### config.mk
export PLATFORM = sky130hd
export DESIGN_NAME = otpq_lane
export DESIGN_NICKNAME = d
export VERILOG_FILES = /design/src/otpq_pkg.sv /design/src/otpq_lane.sv
export SDC_FILE = /design/constraint.sdc
export NUM_CORES = 2
export LEC_CHECK = 0
export BUFFER_PORTS_ARGS = -buffer_cell sky130_fd_sc_hd__buf_4
export CAP_MARGIN = 20
export CORE_MARGIN = 2
export CORE_UTILIZATION = 50
export DETAILED_ROUTE_END_ITERATION = 8
export PLACE_DENSITY = 0.66
export SLEW_MARGIN = 20
export SYNTH_ARGS = -nofsm -noshare
export SYNTH_HDL_FRONTEND = slang
export SYNTH_SLANG_ARGS = --single-unit
export TNS_END_PERCENT = 20
### constraint.sdc
create_clock -name i_clk -period 8.8 [get_ports i_clk]
set_input_delay 0.88 -clock i_clk [delete_from_list [all_inputs] [get_ports i_clk]]
set_output_delay 0.88 -clock i_clk [all_outputs]
set_load 0.005 [all_outputs]
### src/otpq_pkg.sv
`timescale 1ns / 1ps
package otpq_pkg;

    localparam int COORD_BITS = 24;
    localparam int OUT_BITS   = 16;
    localparam int SCALE_BITS = 32;
    localparam int SCALE_FRAC = 24;
    localparam int EXTRA_FRAC = 3;
    localparam int DATA_BITS  = 32;
    localparam int ADDR_BITS  = 4;
    localparam int NUM_LANES  = 6;

    // points carried in eighths of a raw unit
    localparam int P8_BITS   = COORD_BITS + EXTRA_FRAC;
    localparam int DIFF_BITS = P8_BITS + 1;
    localparam int PROD_BITS = P8_BITS + SCALE_BITS;
    localparam int NORM_SHIFT = SCALE_FRAC + EXTRA_FRAC;

    typedef logic signed [COORD_BITS-1:0] t_coord;
    typedef logic signed [P8_BITS-1:0]    t_p8;
    typedef logic        [OUT_BITS-1:0]   t_norm;
    typedef logic        [SCALE_BITS-1:0] t_scale;

    typedef enum logic [1:0] {
        FN_MOVE  = 2'd0,
        FN_LINE  = 2'd1,
        FN_CONIC = 2'd2,
        FN_CUBIC = 2'd3
    } t_func;

    typedef enum logic [1:0] {
        REG_ORIGIN_X = 2'd0,
        REG_ORIGIN_Y = 2'd1,
        REG_SCALE_X  = 2'd2,
        REG_SCALE_Y  = 2'd3
    } t_reg;

    typedef struct packed {
        logic valid;
        logic last;
    } t_ctl;

endpackage

### src/otpq_lane.sv
`timescale 1ns / 1ps
module otpq_lane import otpq_pkg::*; (
    input  logic   i_clk,
    input  logic   i_en,
    input  t_p8    i_p8,
    input  t_coord i_origin,
    input  t_scale i_scale,
    output t_norm  o_norm
);

    logic signed [DIFF_BITS-1:0] diff;
    logic [P8_BITS-1:0]   r_ud;
    logic [PROD_BITS-1:0] r_prod;
    t_norm                r_norm;

    assign diff = DIFF_BITS'(i_p8) - (DIFF_BITS'(i_origin) <<< EXTRA_FRAC);

    always_ff @(posedge i_clk) begin
        if (i_en) begin
            // left of origin clamps to zero
            r_ud   <= (diff > 0) ? diff[P8_BITS-1:0] : '0;
            r_prod <= PROD_BITS'(r_ud) * PROD_BITS'(i_scale);
            if (|r_prod[PROD_BITS-1:NORM_SHIFT+OUT_BITS]) begin
                r_norm <= '1;
            end else begin
                r_norm <= r_prod[NORM_SHIFT+OUT_BITS-1:NORM_SHIFT];
            end
        end
    end

    assign o_norm = r_norm;

endmodule

# After elaboration in Yosys (flattened, before gate mapping)
# Index checks and enable logic that the tools add are counted.
dict set report word_totals {
  reg_bits 102
  inputBits 85
  output_inout_bits 16
  elab_cells 7
}
dict set report classes {
  addsub 1
  n_mul 1
  n_lt_le_gt_ge 1
  reduce_logical 1
}
# op n
set ops {}
lappend ops {{multiplier 27 x 32 -> 59 bit} 1}
lappend ops {{greater-than comparator 28 x 1 -> 1 bit (second input constant)} 1}
lappend ops {{subtractor 27 x 27 -> 28 bit} 1}
lappend ops {{OR reduction 16 bit} 1}

# Depth between registers and ports, before layout
dict set report depth {
  depth_word 2
  ltp_mapped 27
  mapped_depth_nobuf 24
}

# Least setup slack after synthesis
# No wires, ideal clock.
dict set report synth_timing {
  path_type {in2reg}
  from {input port i_scale[20]}
  to {register r_prod[45] (data pin)}
  setup_time_ns 0.255
  t_arrival_ns 7.108
  required_time_ns 8.545
  path_slack_ns 1.437
  cell_stages 25
  n_path_buf 2
  cell_sequence {clkbuf_1 -> clkbuf_1 -> nand2_1 -> fa_1 -> inv_1 -> fa_1 -> inv_1 -> fa_1 -> fa_1 -> inv_1 -> fa_1 -> fa_1 -> inv_1 -> fa_1 -> inv_1 -> ha_1 -> nand2_1 -> nor3_1 -> nand4_1 -> nor2_1 -> a21oi_4 -> o221ai_2 -> a211oi_1 -> or4_1 -> and3_1}
}
dict set report synth_between {
  elab_chain_len 1
}
# item line
set synth_lines {}
lappend synth_lines {{start: declaration} otpq_lane.sv:7} ;# input t_scale i_scale,
lappend synth_lines {{multiplier 27 x 32 -> 59 bit} otpq_lane.sv:22} ;# r_prod <= PROD_BITS'(r_ud) * PROD_BITS'(i_scale);
lappend synth_lines {{end signal: assignment} otpq_lane.sv:22}
lappend synth_lines {{end: declaration} otpq_lane.sv:13} ;# logic [PROD_BITS-1:0] r_prod;
# Every way passes these cells.
# A chain may end at the register's enable or synchronous reset.

# Worst setup path in the final report
dict set report layout_timing {
  from {register r_ud[7]}
  to {register r_prod[55] (data pin)}
}
dict set report layout_between {
  elab_chain_len 1
}
# item line
set layout_lines {}
lappend layout_lines {{start: declaration} otpq_lane.sv:12} ;# logic [P8_BITS-1:0] r_ud;
lappend layout_lines {{start signal: assignment} otpq_lane.sv:21} ;# r_ud <= (diff > 0) ? diff[P8_BITS-1:0] : '0;
lappend layout_lines {{multiplier 27 x 32 -> 59 bit} otpq_lane.sv:22}
# Every way passes these cells.

==> impl.org <==
** Run status
- The run finished with clean final reports.

** Synth
- Post-Synthesis Mean Instance Area :: 9.11 µm²
- After synthesis the netlist holds a flip-flop and latch count of 75.
- Sequential element share of the synthesized area :: 7.34%
- Synthesis produced 3367 cells.
- Of the post-synthesis cell area, the part taken by muxes is less than 1%.
- Syn. warnings :: 0
- In this run, distinct cell masters in the synthesized netlist total 74.
- Among all flip-flop cells after synthesis, the most frequent one is sky130_fd_sc_hd__edfxtp_1.
- Fraction of the mapped netlist area in simple logic gates :: approximately 17%
- After synthesis, the largest family of logic cells by area is adder cells.
- After synthesis, the share of flip-flops with an asynchronous set or reset is 0%.
- Xor/xnor cell area share of the yosys netlist :: roughly 1.1%
- Complex-gate fraction of the synthesized area :: 4.38%
- The number of nets handed over by synthesis was approximately 4.4k.
- The synthesized netlist occupies a cell area of between 30000 and 40000 µm².
- Yosys mapped a number of flops with a built-in enable equal to 75.
- Of the total synthesized cell area, the portion taken by full adders, half adders and majority gates is 57.7%.

** Clock network
- For this design, the CTS-stage hold fixing added 0 buffers.
- The number of gates resized after CTS was 0.
- CTS H-tree lvls :: 3
- Buffers inserted during post-CTS setup optimization :: 0
- Count of clock tree sinks :: 75
- After clock tree synthesis, the clock-pin slew on the worst setup and hold paths is 0.07 ns.
- Clock latency reported for the late side of the worst-skew pair :: 0.38 ns
- The clock passes through at most 2 buffers.
- Buffers inserted during clock tree synthesis total 9.
- TritonCTS built the clock tree.
- The tree is rooted in a sky130_fd_sc_hd__clkbuf_16.

** Global route
- The via count of the first global-routing pass was 24.2k.
- The first global-routing pass estimated 130 mm of wire.
- Entering global routing, the biggest net connects 76 pins.
- Number of antenna violations at the first check in global routing :: 1
- GR Overflow Total :: 0
- Overall Global Routing Usage :: about a quarter

** Worst setup path
- Counting cells, the worst reg-to-reg path comes to 23.
- The critical path is of the flop to flop type.
- Data arrives at the worst endpoint at 8.00 ns.
- Required time at the worst-slack endpoint :: 8.93 ns
- The worst setup path is captured at a flop.
- Startpoint of the worst register-to-register path :: r_ud[7]$_SDFFCE_PP0P_
- In this run the worst path has a maximum fanout of 18.
- Kind of launch point of the worst setup path :: flop
- Destination of the worst register-to-register timing path :: r_prod[55]$_DFFE_PP_
- Slack of the worst reg-to-reg path :: 0.93 ns

** Timing
- Final setup violation count :: 0
- Final critical-path share of the clock period :: about 89%
- Setup repair after global routing left no endpoint under its margin.
- Least-Margin Pin Slew :: 1.17 ns
- After layout, the minimum clock period comes to 7.87 ns.
- Setup TNS after final layout :: 0 ns
- Max frequency :: 0.127 GHz
- Between clock sinks in the finished design, the worst skew comes to 0.0174 ns.
- Max-slew violations :: 0
- The worst pin sits at a relative slew slack of 21.8%.
- The number of failing hold endpoints at the final stage came to 0.

** Hold path
- For hold timing, the worst endpoint is o_norm[11]$_SDFFCE_PP1P_.
- Counting instances, the worst hold path has a depth of 1.
- Path class of the lowest-slack min-delay path :: flop to flop
- The startpoint identified for the worst hold timing path is r_prod[38]$_DFFE_PP_.

** Detailed routing
- For this block, wires on met1 add up to between 30 and 40 mm.
- For this block, the via count after detailed routing is 22.1k.
- Wire segments on met3 add up to 4.82 mm in the final route.
- After detailed routing, the met2 layer carries between 40 and 50 mm of wire.
- Final routed wirelength across all metal layers :: roughly 80 mm
- Dividing the detail-routed wire length by the instance count gives 19.3 µm.
- Number of iterations in the first detailed-routing pass :: 5
- Top sig layer :: met5
- In this run the remaining antenna-violating nets after routing total 0.
- Via-per-instance ratio :: ~5.3
- After detailed routing, the number of remaining DRC violations is 0.
- After the first detailed-routing iteration, the DRC count stood at around 1.5k.

** Die
- Die boundary height :: ~250 µm
- Initial Utilization :: about half
- The die covers 63300 µm².
- Core area :: 60500 µm²
- The floorplan step set the die width to 252 µm.
- I/O pin cnt :: between 100 and 150
- The floorplan has 90 rows.

** Final layout
- The final layout contains between 4k and 5k nets.
- The post-route netlist has 5.73% of its cells at a drive strength greater than 1.
- After filler insertion, the fill cell instance count of the layout stands at 5594.
- Leaving out filler cells and counting taps, the final layout contains 4133.
- Layout area overhead :: 5.45%

** Placement
- Port buffering added 100 buffers.
- The wire-length estimate of the detail-placed layout is between 60 and 70 mm.
- Number of instances in the placed design :: 4116
- The congestion estimate from routability-driven global placement came to 0.901.

** Flow run
- Across the run, the number of max-cap violations was 0.
-- synthesized netlist by cell type (3+ instances only) --
cell | count | area share, %
sky130_fd_sc_hd__and3_1 | 7 | 0.14
sky130_fd_sc_hd__nor3b_1 | 4 | 0.098
sky130_fd_sc_hd__or2_2 | 19 | 0.39
sky130_fd_sc_hd__a221o_1 | 3 | 0.098
sky130_fd_sc_hd__buf_1 | 3 | 0.037
sky130_fd_sc_hd__fa_1 | 749 | 49
sky130_fd_sc_hd__o211ai_1 | 4 | 0.098
sky130_fd_sc_hd__xor2_1 | 10 | 0.29
sky130_fd_sc_hd__xnor2_1 | 28 | 0.80
sky130_fd_sc_hd__nor2b_1 | 8 | 0.16
sky130_fd_sc_hd__o311a_1 | 3 | 0.098
sky130_fd_sc_hd__nand3_1 | 12 | 0.20
sky130_fd_sc_hd__nor2_1 | 53 | 0.65
sky130_fd_sc_hd__nor4_1 | 4 | 0.082
sky130_fd_sc_hd__a211oi_1 | 6 | 0.15
sky130_fd_sc_hd__nand4_1 | 14 | 0.29
sky130_fd_sc_hd__o21a_1 | 10 | 0.24
sky130_fd_sc_hd__edfxtp_1 | 75 | 7.3
sky130_fd_sc_hd__a21o_1 | 36 | 0.88
sky130_fd_sc_hd__o21ai_0 | 21 | 0.34
sky130_fd_sc_hd__clkbuf_1 | 169 | 2.1
sky130_fd_sc_hd__nor3_1 | 23 | 0.38
sky130_fd_sc_hd__or3_1 | 4 | 0.082
sky130_fd_sc_hd__a22o_1 | 3 | 0.086
sky130_fd_sc_hd__inv_1 | 856 | 10
sky130_fd_sc_hd__a31oi_1 | 5 | 0.10
sky130_fd_sc_hd__nand2_1 | 550 | 6.7
sky130_fd_sc_hd__o21bai_1 | 6 | 0.15
sky130_fd_sc_hd__a21oi_1 | 58 | 0.95
sky130_fd_sc_hd__and2_1 | 346 | 7.1
sky130_fd_sc_hd__o21ai_1 | 4 | 0.065
sky130_fd_sc_hd__nand2b_1 | 8 | 0.16
sky130_fd_sc_hd__ha_1 | 217 | 8.9
-- per-layer routing --
layer,global-route usage (%),vias to the layer above
li1,-,9718
met4,10.2,2
met5,0,-
met3,3.21,172
met1,33.5,11400
met2,47.3,765
-- registers in the layout, summed over array words and instances (netlist names) --
name / cells
r_ud: 27
o_norm: 16
r_prod: 32
-- kinds of logic after synthesis --
family | count (synthesis)
AO/OA/AOI/OAI | 192
buffers and inverters | 1031
flip-flops | 75
AND/OR/NAND/NOR | 1063
multiplexers | 2
XOR/XNOR | 38
adder cells (fa/ha/maj) | 966
-- area by class of cell --
class / instances / area (µm²) / area share (%)
tap: 782 / 978 / 3.03
clock inverter: 7 / 66.3 / 0.205
clock buffer: 9 / 225 / 0.696
inverter: 856 / 3210 / 9.94
timing repair buffer: 142 / 1070 / 3.30
multi-input combinational: 2261 / 24500 / 75.9
sequential: 75 / 2250 / 6.96
antenna: 1 / 2.50 / 0.00774
-- how the worst max path moves through the flow --
stage	startpoint	endpoint	slack [ns]	depth (start not counted)
finish	r_ud[7]$_SDFFCE_PP0P_	r_prod[55]$_DFFE_PP_	0.93	23
CTS	r_ud[7]$_SDFFCE_PP0P_	r_prod[55]$_DFFE_PP_	0.98	23
floorplan	i_scale[20]	r_prod[45]$_DFFE_PP_	1.44	25
global placement	i_scale[22]	r_prod[46]$_DFFE_PP_	1.01	22
global route	r_ud[7]$_SDFFCE_PP0P_	r_prod[46]$_DFFE_PP_	0.66	24
detailed placement	i_scale[23]	r_prod[45]$_DFFE_PP_	0.95	22
-- stage by stage --
| stage | utilization (%) | area, µm² | worst slack, ns | hold WS [ns] |
|---|---|---|---|---|
| floorplan | - | 30700 | 1.44 | 0.482 |
| global placement | 53.0 | 32000 | 1.01 | 0.487 |
| detailed placement | 53.0 | 32000 | 0.954 | 0.491 |
| CTS | 53.5 | 32300 | 0.979 | 0.506 |
| global route | 53.5 | 32300 | 0.662 | 0.523 |
| finish | 53.5 | 32300 | 0.926 | 0.503 |
-- critical path, cell delays in order (launching register included) --
cell	delay (ns)
sky130_fd_sc_hd__edfxtp_1	1.00
sky130_fd_sc_hd__buf_4	0.39
sky130_fd_sc_hd__nand2_1	0.13
sky130_fd_sc_hd__fa_1	0.54
sky130_fd_sc_hd__inv_1	0.05
sky130_fd_sc_hd__fa_1	0.49
sky130_fd_sc_hd__inv_1	0.06
sky130_fd_sc_hd__fa_1	0.56
sky130_fd_sc_hd__fa_1	0.47
sky130_fd_sc_hd__fa_1	0.55
sky130_fd_sc_hd__inv_1	0.05
sky130_fd_sc_hd__fa_1	0.50
sky130_fd_sc_hd__fa_1	0.42
sky130_fd_sc_hd__ha_1	0.33
sky130_fd_sc_hd__and3_1	0.24
sky130_fd_sc_hd__a22o_1	0.23
sky130_fd_sc_hd__a221o_1	0.34
sky130_fd_sc_hd__nor2_1	0.14
sky130_fd_sc_hd__a21oi_1	0.08
sky130_fd_sc_hd__buf_4	0.19
sky130_fd_sc_hd__a41oi_2	0.32
sky130_fd_sc_hd__o211ai_1	0.21
sky130_fd_sc_hd__a31oi_1	0.21
sky130_fd_sc_hd__xnor2_1	0.09
-- layout by cell type (no fill, tap or decap), types with 5 or more instances in the layout --
master and count:
sky130_fd_sc_hd__nor2b_1 8, sky130_fd_sc_hd__clkbuf_16 9, sky130_fd_sc_hd__ha_1 217, sky130_fd_sc_hd__o21bai_1 6, sky130_fd_sc_hd__and2_1 346, sky130_fd_sc_hd__a211oi_1 6, sky130_fd_sc_hd__a31oi_1 5, sky130_fd_sc_hd__edfxtp_1 75
sky130_fd_sc_hd__xor2_1 10, sky130_fd_sc_hd__nand4_1 14, sky130_fd_sc_hd__xnor2_1 28, sky130_fd_sc_hd__nor3_1 23, sky130_fd_sc_hd__nor2_1 53, sky130_fd_sc_hd__nand2_1 550, sky130_fd_sc_hd__a21oi_1 58, sky130_fd_sc_hd__buf_4 142
sky130_fd_sc_hd__a21o_1 36, sky130_fd_sc_hd__nand3_1 12, sky130_fd_sc_hd__inv_1 856, sky130_fd_sc_hd__o21ai_0 21, sky130_fd_sc_hd__nand2b_1 8, sky130_fd_sc_hd__and3_1 7, sky130_fd_sc_hd__o21a_1 10, sky130_fd_sc_hd__or2_2 19
sky130_fd_sc_hd__fa_1 749
Power is not shown: default switching activity piles up to over one toggle a cycle in this logic, so the estimate is an artifact.
